[config.mk]
export PLATFORM = sky130hd
export DESIGN_NAME = dhlt_link_out
export DESIGN_NICKNAME = d
export VERILOG_FILES = /design/src/rtl/core/dhlt_pkg.sv /design/src/rtl/core/dhlt_link_out.sv
export SDC_FILE = /design/constraint.sdc
export NUM_CORES = 2
export LEC_CHECK = 0
export ABC_CLOCK_PERIOD_IN_PS = 5200
export BUFFER_PORTS_ARGS = -buffer_cell sky130_fd_sc_hd__buf_2
export CAP_MARGIN = 20
export CORE_MARGIN = 2
export CORE_UTILIZATION = 35
export CTS_CLUSTER_SIZE = 40
export DETAILED_ROUTE_END_ITERATION = 8
export GPL_TIMING_DRIVEN = 0
export PLACE_DENSITY = 0.6
export SYNTH_ARGS = -nofsm -noshare
export SYNTH_HDL_FRONTEND = slang
export SYNTH_SLANG_ARGS = --single-unit
[constraint.sdc]
create_clock -name clk -period 5.2 [get_ports clk]
set_input_delay 0.78 -clock clk [delete_from_list [all_inputs] [get_ports clk]]
set_output_delay 0.78 -clock clk [all_outputs]
set_load 0.03 [all_outputs]
[src/rtl/core/dhlt_pkg.sv]
// Shared types, constants and tables of the DH link transform core.
// Used by every module under rtl/core except dhlt_checker; depends on nothing else.
package dhlt_pkg;

	// default build parameters
	localparam int DEF_NUM_JOINTS    = 6;
	localparam int DEF_FRAC_BITS     = 16;
	localparam int DEF_CORDIC_STAGES = 16;

	// fixed field widths
	localparam int JOINT_W = 3;
	localparam int ANGLE_W = 20;
	localparam int OUT_W   = 18;

	// internal widths: angle after reduction, CORDIC x and y (Q30)
	localparam int ANG_W = 33;
	localparam int CW    = 32;

	// Q30 constants
	localparam logic signed [63:0] Q30_PI      = 64'sd3373259426;
	localparam logic signed [63:0] Q30_HALF_PI = 64'sd1686629713;
	localparam logic signed [63:0] Q30_TWO_PI  = 64'sd6746518852;
	localparam logic signed [31:0] Q30_ONE     = 32'sd1073741824;
	localparam logic signed [31:0] CORDIC_GAIN = 32'sd652032874;

	// stored sine or cosine of a link twist
	typedef enum logic [1:0] {
		TW_ZERO,
		TW_POS,
		TW_NEG
	} twist_t;

	// reduced angle and sideband, reduction -> CORDIC
	typedef struct packed {
		logic [JOINT_W-1:0]      joint;
		logic                    neg;
		logic signed [ANG_W-1:0] z;
	} ang_t;

	// sine and cosine before sign fix, CORDIC -> output stage
	typedef struct packed {
		logic [JOINT_W-1:0]   joint;
		logic                 neg;
		logic signed [CW-1:0] x;
		logic signed [CW-1:0] y;
	} sc_t;

	// one result item
	typedef struct packed {
		logic signed [OUT_W-1:0] rot_00;
		logic signed [OUT_W-1:0] rot_01;
		logic signed [OUT_W-1:0] rot_02;
		logic signed [OUT_W-1:0] pos_x;
		logic signed [OUT_W-1:0] rot_10;
		logic signed [OUT_W-1:0] rot_11;
		logic signed [OUT_W-1:0] rot_12;
		logic signed [OUT_W-1:0] pos_y;
		logic signed [OUT_W-1:0] rot_21;
		logic signed [OUT_W-1:0] rot_22;
		logic signed [OUT_W-1:0] pos_z;
		logic                    bad_joint;
	} res_t;

	// arctan(2^-i), rounded to nearest Q30
	function automatic logic signed [31:0] atan_q30(input int unsigned i);
		unique case (i)
			0:  atan_q30 = 32'sd843314857;
			1:  atan_q30 = 32'sd497837829;
			2:  atan_q30 = 32'sd263043837;
			3:  atan_q30 = 32'sd133525159;
			4:  atan_q30 = 32'sd67021687;
			5:  atan_q30 = 32'sd33543516;
			6:  atan_q30 = 32'sd16775851;
			7:  atan_q30 = 32'sd8388437;
			8:  atan_q30 = 32'sd4194283;
			9:  atan_q30 = 32'sd2097149;
			10: atan_q30 = 32'sd1048576;
			11: atan_q30 = 32'sd524288;
			12: atan_q30 = 32'sd262144;
			13: atan_q30 = 32'sd131072;
			14: atan_q30 = 32'sd65536;
			15: atan_q30 = 32'sd32768;
			16: atan_q30 = 32'sd16384;
			17: atan_q30 = 32'sd8192;
			18: atan_q30 = 32'sd4096;
			19: atan_q30 = 32'sd2048;
			20: atan_q30 = 32'sd1024;
			21: atan_q30 = 32'sd512;
			22: atan_q30 = 32'sd256;
			23: atan_q30 = 32'sd128;
			24: atan_q30 = 32'sd64;
			25: atan_q30 = 32'sd32;
			26: atan_q30 = 32'sd16;
			27: atan_q30 = 32'sd8;
			28: atan_q30 = 32'sd4;
			29: atan_q30 = 32'sd2;
			default: atan_q30 = 32'sd0;
		endcase
	endfunction

	// link ROM, index = joint - 1; links past the sixth are all zero
	function automatic logic signed [31:0] link_a(input logic [JOINT_W-1:0] idx);
		unique case (idx)
			3'd1:    link_a = -32'sd456340275;
			3'd2:    link_a = -32'sd421175230;
			default: link_a = 32'sd0;
		endcase
	endfunction

	function automatic logic signed [31:0] link_d(input logic [JOINT_W-1:0] idx);
		unique case (idx)
			3'd0:    link_d = 32'sd95733747;
			3'd3:    link_d = 32'sd117198920;
			3'd4:    link_d = 32'sd101629664;
			3'd5:    link_d = 32'sd88368952;
			default: link_d = 32'sd0;
		endcase
	endfunction

	function automatic twist_t link_sa(input logic [JOINT_W-1:0] idx);
		unique case (idx)
			3'd0, 3'd3: link_sa = TW_POS;
			3'd4:       link_sa = TW_NEG;
			default:    link_sa = TW_ZERO;
		endcase
	endfunction

	function automatic twist_t link_ca(input logic [JOINT_W-1:0] idx);
		unique case (idx)
			3'd1, 3'd2, 3'd5: link_ca = TW_POS;
			default:          link_ca = TW_ZERO;
		endcase
	endfunction

	// round half up by s fraction bits, then saturate to OUT_W bits
	function automatic logic signed [OUT_W-1:0] rnd_sat(input logic signed [65:0] v,
			input int unsigned s);
		logic signed [65:0] r;
		logic signed [65:0] lim;
		lim = 66'sd1 <<< (OUT_W - 1);
		r = v;
		if (s > 0) begin
			r = (v + (66'sd1 <<< (s - 1))) >>> s;
		end
		if (r > lim - 66'sd1) begin
			r = lim - 66'sd1;
		end else if (r < -lim) begin
			r = -lim;
		end
		rnd_sat = r[OUT_W-1:0];
	endfunction

endpackage

[src/rtl/core/dhlt_link_out.sv]
// Output stages: link ROM lookup, products with sin and cos, then rounding
// and saturation of the eleven matrix entries. Uses dhlt_pkg.
module dhlt_link_out import dhlt_pkg::*; #(
	parameter int NUM_JOINTS = DEF_NUM_JOINTS,
	parameter int FRAC_BITS  = DEF_FRAC_BITS
) (
	input  logic clk,
	input  logic arst_n,
	input  logic en,
	input  logic in_valid,
	input  sc_t  in_sc,
	output logic out_valid,
	output res_t out_res
);

	localparam int unsigned S1 = 30 - FRAC_BITS;
	localparam int unsigned S2 = 60 - FRAC_BITS;

	// signed multiple of a value by a stored twist term
	function automatic logic signed [CW+2:0] twist_mul(input twist_t t,
			input logic signed [CW:0] v);
		unique case (t)
			TW_POS:  twist_mul = (CW + 3)'(v);
			TW_NEG:  twist_mul = -(CW + 3)'(v);
			default: twist_mul = '0;
		endcase
	endfunction

	function automatic logic signed [31:0] twist_q30(input twist_t t);
		unique case (t)
			TW_POS:  twist_q30 = Q30_ONE;
			TW_NEG:  twist_q30 = -Q30_ONE;
			default: twist_q30 = '0;
		endcase
	endfunction

	// stage 1: sign fix, ROM lookup, link-length products
	logic [JOINT_W-1:0]   idx;
	twist_t               sa;
	twist_t               ca;
	logic signed [31:0]   a_w;
	logic signed [CW:0]   sn;
	logic signed [CW:0]   cs;
	logic                 bad;

	assign idx = JOINT_W'(in_sc.joint - JOINT_W'(1));
	assign sa  = link_sa(idx);
	assign ca  = link_ca(idx);
	assign a_w = link_a(idx);
	assign sn  = in_sc.neg ? -(CW + 1)'(in_sc.y) : (CW + 1)'(in_sc.y);
	assign cs  = in_sc.neg ? -(CW + 1)'(in_sc.x) : (CW + 1)'(in_sc.x);
	assign bad = (in_sc.joint == '0) || (32'(in_sc.joint) > NUM_JOINTS);

	logic                 vld_s1;
	logic                 bad_s1;
	logic signed [CW:0]   cs_s1;
	logic signed [CW:0]   sn_s1;
	logic signed [CW+2:0] v01_s1;
	logic signed [CW+2:0] v02_s1;
	logic signed [CW+2:0] v11_s1;
	logic signed [CW+2:0] v12_s1;
	logic signed [64:0]   pax_s1;
	logic signed [64:0]   pay_s1;
	logic signed [31:0]   sa_s1;
	logic signed [31:0]   ca_s1;
	logic signed [31:0]   d_s1;

	always_ff @(posedge clk or negedge arst_n) begin
		if (!arst_n) begin
			vld_s1 <= 1'b0;
		end else if (en) begin
			vld_s1 <= in_valid;
		end
	end

	always_ff @(posedge clk) begin
		if (en) begin
			bad_s1 <= bad;
			cs_s1  <= cs;
			sn_s1  <= sn;
			v01_s1 <= -twist_mul(ca, sn);
			v02_s1 <= twist_mul(sa, sn);
			v11_s1 <= twist_mul(ca, cs);
			v12_s1 <= -twist_mul(sa, cs);
			pax_s1 <= a_w * cs;
			pay_s1 <= a_w * sn;
			sa_s1  <= twist_q30(sa);
			ca_s1  <= twist_q30(ca);
			d_s1   <= link_d(idx);
		end
	end

	// stage 2: round and saturate; a bad joint gives zero entries
	logic vld_s2;
	res_t res_s2;
	res_t res_nx;

	always_comb begin
		if (bad_s1) begin
			res_nx           = '0;
			res_nx.bad_joint = 1'b1;
		end else begin
			res_nx.rot_00    = rnd_sat(66'(cs_s1), S1);
			res_nx.rot_01    = rnd_sat(66'(v01_s1), S1);
			res_nx.rot_02    = rnd_sat(66'(v02_s1), S1);
			res_nx.pos_x     = rnd_sat(66'(pax_s1), S2);
			res_nx.rot_10    = rnd_sat(66'(sn_s1), S1);
			res_nx.rot_11    = rnd_sat(66'(v11_s1), S1);
			res_nx.rot_12    = rnd_sat(66'(v12_s1), S1);
			res_nx.pos_y     = rnd_sat(66'(pay_s1), S2);
			res_nx.rot_21    = rnd_sat(66'(sa_s1), S1);
			res_nx.rot_22    = rnd_sat(66'(ca_s1), S1);
			res_nx.pos_z     = rnd_sat(66'(d_s1), S1);
			res_nx.bad_joint = 1'b0;
		end
	end

	always_ff @(posedge clk or negedge arst_n) begin
		if (!arst_n) begin
			vld_s2 <= 1'b0;
		end else if (en) begin
			vld_s2 <= vld_s1;
		end
	end

	always_ff @(posedge clk) begin
		if (en) begin
			res_s2 <= res_nx;
		end
	end

	assign out_valid = vld_s2;
	assign out_res   = res_s2;

endmodule

---- Word-level counts from Yosys, hierarchy flattened ----
Index checks and enable logic that the tools add are counted.
storage, ports and cells
  register bits after elaboration ......... 629
  input bits .............................. 72
  output and inout bits ................... 200
operators by class
  add/subtract/negate cells ............... 18
  multiply operators ...................... 2
  $lt $le $gt $ge ......................... 23
  eq/ne operators ......................... 9
  multiplexer cells ....................... 48
  reductions and logical operators ........ 16
operators by type and width
  cell                      count
  $gt A66 B18 Y1 const B    11
  $lt A66 B18 Y1 const B    11
  $mux W66                  11
  $pmux W35 S2              4
  $mux W18                  11
  $pmux W32 S2              3
  $mux W17                  11
  $add A35 B15 Y36 const B  4
  $add A65 B45 Y66 const B  2
  $mul A32 B33 Y65          2
  $pmux W27 S4              1
  $mux W35                  2
  $neg A33 Y35              2
  $neg A35 Y35              2
  $add A33 B15 Y34 const B  2
  $add A32 B15 Y33 const B  2
  $mux W33                  2
  $neg A32 Y33              2
  $add A27 B14 Y28 const B  1
  $reduce_or A2 Y1          12
  $eq A3 B2 Y1 const B      2
  $eq A3 B3 Y1 const B      2
  $logic_not A3 Y1          2
  $pmux W2 S2               1
  10 further kinds          11

---- Longest topological paths before layout ----
  word-level depth ........................ 8
  mapped depth ............................ 40

---- Worst setup path after synthesis ----
No wires, ideal clock.
  kind .................................... input-to-reg
  from .................................... input port in_sc[64] (netlist name)
  to ...................................... register pay_s1[62] (data pin)
  data arrival time ....................... 10.733 ns
  data required time ...................... 4.938 ns
  path slack .............................. -5.795 ns
  cell stages on the path ................. 38
  buffers on the path ..................... 8
  path through ............................ clkbuf_1 clkbuf_1 clkbuf_1 clkbuf_1 clkbuf_1 clkbuf_1 clkbuf_1 clkbuf_1 o31ai_1 xnor2_1 nand2_1 inv_1 nor2_1 inv_1 fa_1 fa_1 inv_1 fa_1 [2 not listed] fa_1 fa_1 inv_1 fa_1 inv_1 fa_1 ha_1 a21oi_1 o21ai_0 nand4_1 a31oi_1 a2111oi_0 o21ai_0 a31oi_1 o31ai_1 a221oi_1 o21bai_1 xor2_1
between the ends
  cells in the longest elaborated chain, start to end .. 2
RTL lines
  element                 RTL line             text
  start: declaration      dhlt_link_out.sv:11  input sc_t in_sc,
  $mux W33                dhlt_link_out.sv:50  assign sn = in_sc.neg ? -(CW + 1)'(in_sc.y) : (CW + 1)'(in_sc.y);
  $mul A32 B33 Y65        dhlt_link_out.sv:86  pay_s1 <= a_w * sn;
  end signal: assignment  dhlt_link_out.sv:86
  end: declaration        dhlt_link_out.sv:63  logic signed [64:0] pay_s1;
No other way between the ends.
A chain may end at the register's enable or synchronous reset.

---- Worst setup path in the final report ----
  from .................................... input port in_sc[6] (netlist name)
  to ...................................... register pay_s1[63] (data pin)
between the ends
  cells in the longest elaborated chain, start to end .. 3
RTL lines
  element           RTL line             text
  $neg A32 Y33      dhlt_link_out.sv:50
  $mux W33          dhlt_link_out.sv:50
  via sn[28]        dhlt_link_out.sv:42  logic signed [CW:0] sn;
  $mul A32 B33 Y65  dhlt_link_out.sv:86
The timed path passes the listed nets, and every way through them passes these cells.

==> flow_summary.ini <==
[synthesis]
synth_cell_types = 92
synth.yosys.seq_area_share = 0.142
synth.largest_area_cell = fa_1
netlist_area_mm2 = 0.0723
yosys-top-cells-count = 2426 x inv_1, 1452 x fa_1, 828 x ha_1
synth_area_per_cell_um2 = 9.80
synth_ff_type = edfxtp_1
yosysTopAreaCellShare = 0.402
synth_edf_count = 340
netlist_top_cells_area = fa_1 40%, ha_1 14%, edfxtp_1 14%
synth_warnings = 0
syn_inst = 7377
async_reset_ff_frac = 0.00585
synth-seq-cells = 342
yosysMostFrequentCell = inv_1

[floorplanning]
die_w_um = 458
dieArea_mm2 = 0.210
core_area_mm2 = 0.205
pin_count = 272
die_h_um = 458
initial_utilization = 0.353
row_count = 166

[clock_network]
path_clk_slew_ns = 0.06
cts_sinks = 342
clk_latency_ns = 0.69
htreeDepth = 2
cts_made_buffers = 46
ctsRootBufferMaster = clkbuf_16
cts_tree = done
clock_path_buffers = 3

[cells_and_area]
fin_cells = 10811
fillers = 19600
final_layout_size_suffix_gt1_frac = 0.186
multi_input_comb_area_mm2 = 0.0557
seq_area_mm2 = 0.0103
syn2layout_area_growth_pct = 19.3
nets = 10418

[routing]
route.antenna.remaining_nets = 0
dr.max_layer_used = met4
met1_length_um = 107000
wl_met3_um = 16600
met2_length_um = 110000
drt_pass1_iterations = 8
drt-total-wl_um = 247000
vias_per_cell = 4.87
drt_iter0_markers = 3955
vias = 52631
wl_per_cell_um = 22.8
drc = 0

[setup_path]
worstReg2RegStart = pay_s1[45]
reg2reg_slack_ns = 1.69
critPathLaunchType = primary input
critPathRequiredTime_ns = 5.63
ff2ff_path_depth = 12
r2r_end = out_res[67]
cp-end-kind = flop
cp_max_fo = 5
crit_slowest_cell = or4_4
path_common_cell = fa_1
cp.arrival_ns = 10.31
critPathKind = primary input to flop
cp-startpoint = in_sc[6]
max_stage_delay_ns = 0.57

[status]
status = complete, but fails checks
violations = setup timing

[power_and_ir_drop]
cellLeakagePower_nw = 42.8
power_mw = 44.9
p_per_area_mw_per_mm2 = 521
ir_worst_vdd_mv = 0.772

[placed_design]
dp.cells = 10344
place_congestion = 1.00
place_ws_ns = -7.99
portBuffers = 220
hpwl_um = 211000

[global_routing]
grt_max_degree = 113
grt_pass1_wl_um = 370000
antenna_found_initial = 18
first_global_vias = 55399
grt.overflow.total = 0
grt_usage = 0.240

[timing]
final-max-slew-violation-count = 0
worst_pin_slew_ns = 1.34
hold_viol_final = 0
max-slew-margin-rel = 0.0943
finalCriticalPeriod_ns = 9.88
clock.fmax_ghz = 0.101
fin_setup_tns_ns = -189.71
skew_ns = 0.0349
timing.final.crit_share = 1.90
finalSetupViolCount = 44
rsz0062_at_grt = true
layout_setup_ws_ns = -4.68
timing.hold.ws_ns = 0.354

[min_path]
hold_end = vld_s1
worstHoldStart = in_valid
min_path_type = primary input to flop
worstHoldPathCells = 2

[run]
drv_cap = 0
[area by class of cell]
type,instances,share of cell area
Multi-Input combinational cell,4478,0.646
Timing Repair Buffer,615,0.0533
Clock inverter,34,0.00386
Sequential cell,342,0.119
Tap cell,2688,0.0390
Buffer,144,0.0137
Inverter,2439,0.111
Clock buffer,50,0.0135
Antenna cell,21,0.000609
[registers in the layout (all words and copies together), names as in the netlist]
signal	flops
bad_s1	1
ca_s1	1
cs_s1	20
d_s1	9
out_res	157
out_valid	1
pax_s1	22
pay_s1	22
sa_s1	2
sn_s1	20
v01_s1	22
v02_s1	22
v11_s1	20
v12_s1	22
vld_s1	1
[critical path, delay by kind of cell]
kind / cells / cell delay, ns
adder cells (fa/ha/maj): 9 / 4.39
XOR/XNOR: 2 / 0.30
buffers and inverters: 12 / 1.35
AO/OA/AOI/OAI: 9 / 1.77
AND/OR/NAND/NOR: 5 / 1.70
[power breakdown]
group	internal, mW	total, mW	leakage (nW)	switching (mW)
logic	15.5	36.9	38.7	21.4
clock network	1.77	3.25	0.736	1.49
registers	4.33	4.73	3.40	0.402
[logic make-up after synthesis]
| family | count (synthesis) | share of synthesized area |
|---|---|---|
| other | 1 | 0.0000519 |
| AOI/OAI and AO/OA | 659 | 0.0564 |
| adders and majority gates | 2281 | 0.546 |
| DFF | 342 | 0.142 |
| buffers and inverters | 2594 | 0.137 |
| and+or+nand+nor | 1141 | 0.0750 |
| muxes | 8 | 0.00118 |
| xor gates and xnor gates | 351 | 0.0427 |
[timing repair]
action                     CTS  global route
gates resized for setup    732           219
setup endpoints to repair   73            78
hold endpoints to repair     2             0
setup buffers              246           135
pin swaps                  179           194
hold buffers                 1             0
[metrics by stage]
stage               utilization  cell area, µm²
detailed placement        0.381           78000
CTS                       0.412           84400
global route              0.421           86200
floorplan                     -           73200
finish                    0.421           86200
global placement          0.379           77600
[worst max path at each step]
stage | to | slack, ns | cells past startpoint
6_report | pay_s1[63] | -4.68 | 37
5_1_grt | pay_s1[63] | -4.89 | 40
4_1_cts | pay_s1[63] | -4.59 | 35
3_5_place_dp | pay_s1[63] | -7.99 | 39
3_3_place_gp | pax_s1[62] | -8.21 | 35
2_1_floorplan | pay_s1[62] | -4.57 | 34
[cells in the final DEF, fill, tap and decap left out, types with 18 or more instances in the layout]
cell        count
xnor2_1       168
a31oi_1        18
xor2_2         23
nand2_4        46
fa_2           34
o21ai_0       172
a21oi_1       161
ha_1          777
inv_1        2244
nor2_1        245
conb_1         38
diode_2        21
and3_1         38
nand2_1       276
nand2_2        46
a21oi_2        23
buf_2         214
inv_4          37
xor2_1        118
fa_1         1418
nand2b_1       34
clkbuf_16      59
nor2_2         26
nand3_1        84
clkbuf_1       45
clkinvlp_4     54
buf_6          34
buf_4         389
ha_4           44
nor3_1         51
edfxtp_1      340
inv_2          87
a21o_1         46
nor2_4         44
nand4_1        50
xnor2_2        26
nor2b_1        26
[layer usage]
metal  vias to the layer above  global-route usage
met1                     26829               0.340
met3                       364              0.0345
met2                      1785               0.363
met5                         -                   0
li1                      23653                   -
met4                         0               0.110
Note: power is estimated with default switching activity, not from simulation.
