===== config.mk =====
export PLATFORM = sky130hd
export DESIGN_NAME = dhlt_angle_reduce
export DESIGN_NICKNAME = d
export VERILOG_FILES = /design/src/rtl/core/dhlt_pkg.sv /design/src/rtl/core/dhlt_angle_reduce.sv
export SDC_FILE = /design/constraint.sdc
export NUM_CORES = 1
export LEC_CHECK = 0
export BUFFER_PORTS_ARGS = -buffer_cell sky130_fd_sc_hd__buf_2
export CORE_ASPECT_RATIO = 0.7
export CORE_MARGIN = 3
export CORE_UTILIZATION = 45
export DETAILED_ROUTE_END_ITERATION = 12
export PLACE_DENSITY = 0.72
export SLEW_MARGIN = 40
export SYNTH_ARGS = -nofsm -noshare
export SYNTH_HDL_FRONTEND = slang
export SYNTH_SLANG_ARGS = --single-unit

===== constraint.sdc =====
create_clock -name clk -period 4.7 [get_ports clk]
set_input_delay 0.235 -clock clk [delete_from_list [all_inputs] [get_ports clk]]
set_output_delay 0.235 -clock clk [all_outputs]
set_load 0.005 [all_outputs]

===== src/rtl/core/dhlt_pkg.sv =====
// Shared types, constants and tables of the DH link transform core.
// Used by every module under rtl/core except dhlt_checker; depends on nothing else.
package dhlt_pkg;

	// default build parameters
	localparam int DEF_NUM_JOINTS    = 6;
	localparam int DEF_FRAC_BITS     = 16;
	localparam int DEF_CORDIC_STAGES = 16;

	// fixed field widths
	localparam int JOINT_W = 3;
	localparam int ANGLE_W = 20;
	localparam int OUT_W   = 18;

	// internal widths: angle after reduction, CORDIC x and y (Q30)
	localparam int ANG_W = 33;
	localparam int CW    = 32;

	// Q30 constants
	localparam logic signed [63:0] Q30_PI      = 64'sd3373259426;
	localparam logic signed [63:0] Q30_HALF_PI = 64'sd1686629713;
	localparam logic signed [63:0] Q30_TWO_PI  = 64'sd6746518852;
	localparam logic signed [31:0] Q30_ONE     = 32'sd1073741824;
	localparam logic signed [31:0] CORDIC_GAIN = 32'sd652032874;

	// stored sine or cosine of a link twist
	typedef enum logic [1:0] {
		TW_ZERO,
		TW_POS,
		TW_NEG
	} twist_t;

	// reduced angle and sideband, reduction -> CORDIC
	typedef struct packed {
		logic [JOINT_W-1:0]      joint;
		logic                    neg;
		logic signed [ANG_W-1:0] z;
	} ang_t;

	// sine and cosine before sign fix, CORDIC -> output stage
	typedef struct packed {
		logic [JOINT_W-1:0]   joint;
		logic                 neg;
		logic signed [CW-1:0] x;
		logic signed [CW-1:0] y;
	} sc_t;

	// one result item
	typedef struct packed {
		logic signed [OUT_W-1:0] rot_00;
		logic signed [OUT_W-1:0] rot_01;
		logic signed [OUT_W-1:0] rot_02;
		logic signed [OUT_W-1:0] pos_x;
		logic signed [OUT_W-1:0] rot_10;
		logic signed [OUT_W-1:0] rot_11;
		logic signed [OUT_W-1:0] rot_12;
		logic signed [OUT_W-1:0] pos_y;
		logic signed [OUT_W-1:0] rot_21;
		logic signed [OUT_W-1:0] rot_22;
		logic signed [OUT_W-1:0] pos_z;
		logic                    bad_joint;
	} res_t;

	// arctan(2^-i), rounded to nearest Q30
	function automatic logic signed [31:0] atan_q30(input int unsigned i);
		unique case (i)
			0:  atan_q30 = 32'sd843314857;
			1:  atan_q30 = 32'sd497837829;
			2:  atan_q30 = 32'sd263043837;
			3:  atan_q30 = 32'sd133525159;
			4:  atan_q30 = 32'sd67021687;
			5:  atan_q30 = 32'sd33543516;
			6:  atan_q30 = 32'sd16775851;
			7:  atan_q30 = 32'sd8388437;
			8:  atan_q30 = 32'sd4194283;
			9:  atan_q30 = 32'sd2097149;
			10: atan_q30 = 32'sd1048576;
			11: atan_q30 = 32'sd524288;
			12: atan_q30 = 32'sd262144;
			13: atan_q30 = 32'sd131072;
			14: atan_q30 = 32'sd65536;
			15: atan_q30 = 32'sd32768;
			16: atan_q30 = 32'sd16384;
			17: atan_q30 = 32'sd8192;
			18: atan_q30 = 32'sd4096;
			19: atan_q30 = 32'sd2048;
			20: atan_q30 = 32'sd1024;
			21: atan_q30 = 32'sd512;
			22: atan_q30 = 32'sd256;
			23: atan_q30 = 32'sd128;
			24: atan_q30 = 32'sd64;
			25: atan_q30 = 32'sd32;
			26: atan_q30 = 32'sd16;
			27: atan_q30 = 32'sd8;
			28: atan_q30 = 32'sd4;
			29: atan_q30 = 32'sd2;
			default: atan_q30 = 32'sd0;
		endcase
	endfunction

	// link ROM, index = joint - 1; links past the sixth are all zero
	function automatic logic signed [31:0] link_a(input logic [JOINT_W-1:0] idx);
		unique case (idx)
			3'd1:    link_a = -32'sd456340275;
			3'd2:    link_a = -32'sd421175230;
			default: link_a = 32'sd0;
		endcase
	endfunction

	function automatic logic signed [31:0] link_d(input logic [JOINT_W-1:0] idx);
		unique case (idx)
			3'd0:    link_d = 32'sd95733747;
			3'd3:    link_d = 32'sd117198920;
			3'd4:    link_d = 32'sd101629664;
			3'd5:    link_d = 32'sd88368952;
			default: link_d = 32'sd0;
		endcase
	endfunction

	function automatic twist_t link_sa(input logic [JOINT_W-1:0] idx);
		unique case (idx)
			3'd0, 3'd3: link_sa = TW_POS;
			3'd4:       link_sa = TW_NEG;
			default:    link_sa = TW_ZERO;
		endcase
	endfunction

	function automatic twist_t link_ca(input logic [JOINT_W-1:0] idx);
		unique case (idx)
			3'd1, 3'd2, 3'd5: link_ca = TW_POS;
			default:          link_ca = TW_ZERO;
		endcase
	endfunction

	// round half up by s fraction bits, then saturate to OUT_W bits
	function automatic logic signed [OUT_W-1:0] rnd_sat(input logic signed [65:0] v,
			input int unsigned s);
		logic signed [65:0] r;
		logic signed [65:0] lim;
		lim = 66'sd1 <<< (OUT_W - 1);
		r = v;
		if (s > 0) begin
			r = (v + (66'sd1 <<< (s - 1))) >>> s;
		end
		if (r > lim - 66'sd1) begin
			r = lim - 66'sd1;
		end else if (r < -lim) begin
			r = -lim;
		end
		rnd_sat = r[OUT_W-1:0];
	endfunction

endpackage


===== src/rtl/core/dhlt_angle_reduce.sv =====
// Angle reduction pipeline: scales the input angle to Q30, takes it modulo
// two pi by restoring subtraction and folds it into [-pi/2, pi/2]. Uses dhlt_pkg.
module dhlt_angle_reduce import dhlt_pkg::*; #(
	parameter int FRAC_BITS = DEF_FRAC_BITS
) (
	input  logic                      clk,
	input  logic                      arst_n,
	input  logic                      en,
	input  logic                      in_valid,
	input  logic [JOINT_W-1:0]        joint,
	input  logic signed [ANGLE_W-1:0] angle,
	output logic                      out_valid,
	output ang_t                      out_ang
);

	localparam int S1 = 30 - FRAC_BITS;
	// quotient bits of |theta| / (2 pi), at least one step
	localparam int QB = (17 - FRAC_BITS > 1) ? 17 - FRAC_BITS : 1;
	// width of the Q30 magnitude
	localparam int RW = (50 - FRAC_BITS > 34) ? 50 - FRAC_BITS : 34;

	localparam logic signed [RW:0] PI_W     = (RW + 1)'(Q30_PI);
	localparam logic signed [RW:0] TWO_PI_W = (RW + 1)'(Q30_TWO_PI);
	localparam logic signed [ANG_W-1:0] PI_A   = ANG_W'(Q30_PI);
	localparam logic signed [ANG_W-1:0] HALF_A = ANG_W'(Q30_HALF_PI);

	// stage 1: Q30 magnitude and sign
	logic signed [RW:0]  th_w;
	logic [RW-1:0]       mag_in;
	logic                vld_s1;
	logic [RW-1:0]       mag_s1;
	logic                sgn_s1;
	logic [JOINT_W-1:0]  joint_s1;

	assign th_w   = (RW + 1)'(angle) <<< S1;
	assign mag_in = angle[ANGLE_W-1] ? RW'(-th_w) : RW'(th_w);

	always_ff @(posedge clk or negedge arst_n) begin
		if (!arst_n) begin
			vld_s1 <= 1'b0;
		end else if (en) begin
			vld_s1 <= in_valid;
		end
	end

	always_ff @(posedge clk) begin
		if (en) begin
			mag_s1   <= mag_in;
			sgn_s1   <= angle[ANGLE_W-1];
			joint_s1 <= joint;
		end
	end

	// stage 2: one restoring subtraction of 2 pi * 2^(QB-1-k) at step k
	logic               vld_s2   [QB];
	logic [RW-1:0]      mag_s2   [QB];
	logic               sgn_s2   [QB];
	logic [JOINT_W-1:0] joint_s2 [QB];

	for (genvar k = 0; k < QB; k++) begin : g_red
		localparam logic [RW-1:0] STEP = RW'(Q30_TWO_PI << (QB - 1 - k));
		logic               vld_p;
		logic [RW-1:0]      mag_p;
		logic               sgn_p;
		logic [JOINT_W-1:0] joint_p;

		if (k == 0) begin : g_first
			assign vld_p   = vld_s1;
			assign mag_p   = mag_s1;
			assign sgn_p   = sgn_s1;
			assign joint_p = joint_s1;
		end else begin : g_next
			assign vld_p   = vld_s2[k-1];
			assign mag_p   = mag_s2[k-1];
			assign sgn_p   = sgn_s2[k-1];
			assign joint_p = joint_s2[k-1];
		end

		always_ff @(posedge clk or negedge arst_n) begin
			if (!arst_n) begin
				vld_s2[k] <= 1'b0;
			end else if (en) begin
				vld_s2[k] <= vld_p;
			end
		end

		always_ff @(posedge clk) begin
			if (en) begin
				mag_s2[k]   <= (mag_p >= STEP) ? mag_p - STEP : mag_p;
				sgn_s2[k]   <= sgn_p;
				joint_s2[k] <= joint_p;
			end
		end
	end

	// stage 3: restore the sign of the remainder, fold into [-pi, pi]
	logic signed [RW:0]      zr;
	logic signed [RW:0]      zf;
	logic                    vld_s3;
	logic signed [ANG_W-1:0] z_s3;
	logic [JOINT_W-1:0]      joint_s3;

	always_comb begin
		zr = sgn_s2[QB-1] ? -$signed({1'b0, mag_s2[QB-1]}) : $signed({1'b0, mag_s2[QB-1]});
		if (zr > PI_W) begin
			zf = zr - TWO_PI_W;
		end else if (zr < -PI_W) begin
			zf = zr + TWO_PI_W;
		end else begin
			zf = zr;
		end
	end

	always_ff @(posedge clk or negedge arst_n) begin
		if (!arst_n) begin
			vld_s3 <= 1'b0;
		end else if (en) begin
			vld_s3 <= vld_s2[QB-1];
		end
	end

	always_ff @(posedge clk) begin
		if (en) begin
			z_s3     <= ANG_W'(zf);
			joint_s3 <= joint_s2[QB-1];
		end
	end

	// stage 4: fold into [-pi/2, pi/2], remembering to negate sin and cos
	logic                    vld_s4;
	ang_t                    ang_s4;
	ang_t                    ang_nx;

	always_comb begin
		ang_nx.joint = joint_s3;
		if (z_s3 > HALF_A) begin
			ang_nx.z   = z_s3 - PI_A;
			ang_nx.neg = 1'b1;
		end else if (z_s3 < -HALF_A) begin
			ang_nx.z   = z_s3 + PI_A;
			ang_nx.neg = 1'b1;
		end else begin
			ang_nx.z   = z_s3;
			ang_nx.neg = 1'b0;
		end
	end

	always_ff @(posedge clk or negedge arst_n) begin
		if (!arst_n) begin
			vld_s4 <= 1'b0;
		end else if (en) begin
			vld_s4 <= vld_s3;
		end
	end

	always_ff @(posedge clk) begin
		if (en) begin
			ang_s4 <= ang_nx;
		end
	end

	assign out_valid = vld_s4;
	assign out_ang   = ang_s4;

endmodule


# Word-level counts from Yosys, hierarchy flattened
# Memory sizes are Yosys's and may differ from the RTL's. A register that Yosys moved wholly into a read port is not among the register bits.
# Cells that the tools add are included.
# W data, S select, Z words.
[totals]
n_memories = 3
inputBits = 27
wordCells = 36
mem_bits_rw = 38
regBits = 112
out_inout_bits = 38
[classes]
order_cmp = 5
n_addsub = 7
mux = 9
[memory_table]
columns = ["memory", "depth", "word_bits", "read_ports", "rd_ports_with_merged_regs", "write_ports", "line", "rtl"]
rows = [
  ["mag_s2", 1, 34, 1, 0, 1, "dhlt_angle_reduce.sv:56", "logic [RW-1:0] mag_s2 [QB];"],
  ["joint_s2", 1, 3, 1, 1, 1, "dhlt_angle_reduce.sv:58", "logic [JOINT_W-1:0] joint_s2 [QB];"],
  ["sgn_s2", 1, 1, 1, 0, 1, "dhlt_angle_reduce.sv:57", "logic sgn_s2 [QB];"],
]
[op_table]
columns = ["operator", "n"]
rows = [
  ["$mux W33", 4],
  ["$mux W34", 2],
  ["$gt A35 B33 Y1 const B", 1],
  ["$lt A35 B33 Y1 const B", 1],
  ["$mux W35", 1],
  ["$neg A34 Y35", 1],
  ["$ge A34 B33 Y1 const B", 1],
  ["$neg A34 Y34", 1],
  ["$sub A34 B33 Y34 const B", 1],
  ["$add A33 B32 Y33 const B", 1],
  ["$add A33 B33 Y33 const B", 1],
  ["$gt A33 B32 Y1 const B", 1],
  ["$lt A33 B32 Y1 const B", 1],
  ["$sub A33 B32 Y33 const B", 1],
  ["$sub A33 B33 Y33 const B", 1],
  ["$mux W1", 2],
]

# Depth between registers and ports, before layout
# An unclocked memory read counts as a cell.
[logic_depth]
word_depth = 6
depth_mapped = 15
ltp_nobuf = 11

# Worst setup path before layout
# OpenSTA, ideal clock, no wires.
[synth_timing]
path_kind = "register to register"
start = "memory mag_s2[0][19] (netlist bit)"
end = "register z_s3[27] (data pin)"
required_time_ps = 4437
setup_time_ps = 263
slack_ps = 1189
synth_period_minus_slack_ps = 3511
stages_incl_launch_ff = 12
path_buffers = 2
t_arrival_ps = 3248
path_cell_list = "edfxtp_1 buf_6 or4_4 or4_4 or3_4 xor2_1 a31oi_1 or3_2 o21ai_4 buf_4 o32ai_1 xnor2_1"
[synth_between]
elab_chain_len = 6
word_cells_on_any_way = 9
classes_between = "add/sub: 3; order compare: 2; mux: 3; memory: 1"
[synth_rtl]
columns = ["element", "line", "rtl"]
rows = [
  ["start: declaration", "dhlt_angle_reduce.sv:56", ""],
  ["$mem_v2 Z1 W34 (*)", "n/a", ""],
  ["$neg A34 Y35", "dhlt_angle_reduce.sv:104", "zr = sgn_s2[QB-1] ? -$signed({1'b0, mag_s2[QB-1]}) : $signed({1'b0, mag_s2[QB-1]});"],
  ["$mux W35 (*)", "dhlt_angle_reduce.sv:104", ""],
  ["$add A33 B32 Y33 / $lt A35 B33 Y1 (equally long branches)", "dhlt_angle_reduce.sv:108, dhlt_angle_reduce.sv:107", ""],
  ["$mux W33", "dhlt_angle_reduce.sv:107", "end else if (zr < -PI_W) begin"],
  ["$mux W33 (*)", "dhlt_angle_reduce.sv:105", "if (zr > PI_W) begin"],
  ["net zf[27]", "dhlt_angle_reduce.sv:98", "logic signed [RW:0] zf;"],
  ["end signal: assignment", "dhlt_angle_reduce.sv:124", "z_s3 <= ANG_W'(zf);"],
  ["end: declaration", "dhlt_angle_reduce.sv:100", "logic signed [ANG_W-1:0] z_s3;"],
]
# The timed path passes the listed nets; every way through them passes the cells marked *.
# A chain may end at the register's enable or synchronous reset.

# Final worst setup path
[layout_timing]
start = "memory mag_s2[0][15] (netlist bit)"
end = "register z_s3[19] (data pin)"
# Same word-level chain as after synthesis.

==> results.txt <==
outcome = completed
power per cell area = 465 nW/um^2
Initial Utilization = 46.4%
clk sinks = 117
clk_lat worst skew = 0.42 ns
Area Growth Syn to Fin = 15.5%
R2R Path Start = mag_s2[0][15]
Final Core Density = 53.6%
EDFF count, synth = 113
DRT iter0 DRCs = 433
worst path buffer plus inverter count = 0
# fillers = 1329
final worst path period need = 4.02 ns
fin nets = 789
dpl hpwl = 10.9 mm
post-placement cell area = 7710 sq um
CP Class = reg -> reg
initial antenna violation count = 0
Synth Cell Area = 7260 sq um
vias in the first global route = 5145
CORE AREA = 15600 sq um
crit path capture type = flip-flop
worst min-delay path category = in -> reg
max cap viols = 0
register area share after synthesis = 48.1%
placer congestion estimate = 0.904
area of the multi-input gates = 3510 sq um
Die Wd = 158 microns
worst hold stages = 1
Final TNS setup = 0 ns
flip-flop and latch area = 3490 sq um
Worst Tran Pin Value = 0.823 ns
GR Overflow Total = 0
Tot Pwr = 3.89 mW
largest fanout on the critical path = 18
Reg2Reg Depth = 9
# H-tree levels = 4
Post-Synthesis Cells = 689
maximum number of pins on one net before global-route repair = 72
Max VDD drop = 0.244 mV
max incr delay on CP = 0.66 ns
clock buffer count from CTS = 17
flops & latches, synth = 117
Ys Warns = 0
final hold violations = 0
Pleak = 3.02 nW
Root Buffer = clkbuf_16
Data required, critical path = 4.85 ns
max frequency = 0.249 GHz
delay-heaviest family, CP = simple AND/OR/NAND/NOR gates
first-pass GRT wire length = 25.1 mm
DR vias = 5510
post-route ant nets = 0
top_reg_cell synth = edfxtp_1
CTS resizes = 0
Cell variety after synth = 74
drt first pass iters = 7
Reg-to-Reg End = z_s3[19]
cells along the critical path = or3_1 > or4_4 > o31ai_1 > xor2_1 > nand3_1 > a21oi_2 > or2_2 > o32ai_1 > xnor2_1
DRC = 0
via-per-instance ratio = 5.73
syn avg cell area = 10.5 sq um
total track usage = 17.8%
die extent in y = 112 microns
Worst Path Arrival = 4.17 ns
headroom to the max-slew limit = 45.1%
Tcrit/Tclk final = 85.5%
TritonCTS clock tree = yes
num rows = 38
flop2flop setup slack = 0.68 ns
ys async rst share = 3.42%
die area = 17700 sq um
num ports = 65
clock buffer depth = 2
share of cells above drive strength 1 = 17.1%
worst clock skew = 0.0114 ns
syn nets = 730
Critical Path Slowest Stage Cell = a21oi_2
routed wire length = 15.3 mm
hold_sp = angle[0]
crit path launch type = flip-flop
ANT cells = 0
Final Max Slew Viols = 0
RSZ-0062 raised after global routing = false
DR WL/cell = 15.9 microns
Hold EP = g_red[0].mag_p[14]
final setup fails = 0
clk slew on worst S/H paths = 0.05 ns
fin area = 8380 sq um
PortBufs = 63
==> flip-flops by register name (all words and copies together) (netlist names), 3 cells and up <==
| name | count |
|---|---|
| joint_s2 | 3 |
| g_red.mag_p | 20 |
| mag_s2 | 21 |
| out_ang | 35 |
| z_s3 | 26 |
| joint_s3 | 3 |
| g_red.joint_p | 3 |
==> worst register-to-register path, cell delays in order, from the launching register on <==
cell,delay [ns]
edfxtp_1,0.56
or3_1,0.51
or4_4,0.63
o31ai_1,0.26
xor2_1,0.40
nand3_1,0.15
a21oi_2,0.66
or2_2,0.30
o32ai_1,0.11
xnor2_1,0.18
==> metrics by stage <==
step	worst slack, ns	instances	hold slack [ns]
4_1_cts	0.710	961	0.0225
3_3_place_gp	0.804	925	0.0361
3_5_place_dp	0.745	925	0.0418
6_report	0.682	961	0.0439
2_1_floorplan	1.19	689	-0.0606
5_1_grt	0.411	961	0.0480
==> synth_stat cells, drive strengths merged, types with 3 or more instances <==
cell	n	area share, %
inv	23	1.2
o211ai	6	0.62
or3	11	1.1
edfxtp	113	47
a21oi	27	1.9
nor2	49	2.5
a21o	3	0.31
o31a	3	0.36
nor3	18	1.2
xor2	26	3.3
ha	14	2.4
nand3	14	0.97
and2	5	0.43
or4	10	1.2
mux2	4	0.62
nand2b	15	1.3
o31ai	17	1.8
a31oi	6	0.52
buf	14	1.3
o41ai	11	2.1
nor4	7	0.60
o32ai	7	0.84
and3	7	0.60
dfrtp	4	1.4
nand2	58	3.0
nand4	6	0.52
clkbuf	21	1.1
a32oi	3	0.36
or2	4	0.34
nand4b	3	0.36
xnor2	75	9.1
o22ai	13	1.1
a41oi	5	0.60
nor2b	5	0.43
mux2i	3	0.41
o21ai	45	3.3
==> layout by cell type (no fill, tap or decap), types with 14 or more instances in the layout <==
| master | netlist | routed |
|---|---|---|
| nor2_1 | 49 | 49 |
| o21ai_0 | 41 | 41 |
| nand2b_1 | 15 | 15 |
| xor2_1 | 24 | 24 |
| nand3_1 | 14 | 14 |
| inv_1 | 23 | 23 |
| nand2_1 | 58 | 58 |
| buf_2 | 2 | 62 |
| clkbuf_16 | 0 | 17 |
| xnor2_1 | 75 | 75 |
| edfxtp_1 | 113 | 113 |
| a21oi_1 | 26 | 25 |
| nor3_1 | 18 | 18 |
| o31ai_1 | 17 | 17 |
| ha_1 | 14 | 14 |
==> worst max-delay path by stage <==
stage	from	end	slack, ns	cells after the start
2_1_floorplan	mag_s2[0][19]	z_s3[27]	1.19	11
3_3_place_gp	mag_s2[0][19]	z_s3[24]	0.80	9
3_5_place_dp	mag_s2[0][19]	z_s3[17]	0.74	9
4_1_cts	mag_s2[0][15]	z_s3[17]	0.71	9
5_1_grt	mag_s2[0][15]	z_s3[19]	0.41	9
6_report	mag_s2[0][15]	z_s3[19]	0.68	9
==> power breakdown <==
part	internal, mW	total (mW)	leakage [nW]	switching (mW)
Combinational	0.429	0.981	1.58	0.551
Clock	0.861	1.32	0.282	0.463
Sequential	1.42	1.59	1.15	0.166
==> cells by family after synthesis <==
kind of cell,Yosys count,share of synthesized area (%)
other cells,1,0.0517
simple gates,224,16.1
flops,117,48.1
mux,7,1.03
buf+inv,59,3.60
xor+xnor,101,12.4
compound gates,166,16.3
fa+ha+maj,14,2.41
==> per-layer routing <==
| metal | global-route usage [%] | routed length (microns) | vias to the layer above |
|---|---|---|---|
| li1 | - | - | 2693 |
| met1 | 23.1 | 7020 | 2604 |
| met2 | 28.8 | 7220 | 185 |
| met3 | 4.20 | 824 | 28 |
| met4 | 7.11 | 257 | 0 |
| met5 | 0 | 0 | - |
==> layout make-up <==
type,instances,share of cell area (%)
clock inverter,11,1.79
timing repair buffer,75,5.03
inverter,24,1.07
tap,200,2.99
clock buffer,21,5.49
multi-input combinational,513,41.9
sequential,117,41.7
==> repair_timing <==
item / 4_1_cts / 5_1_grt
hold endpoints to repair: 7 / 0
hold buffers: 4 / 0
setup buffers: 0 / 0
Power figures use the tool's default switching activity.
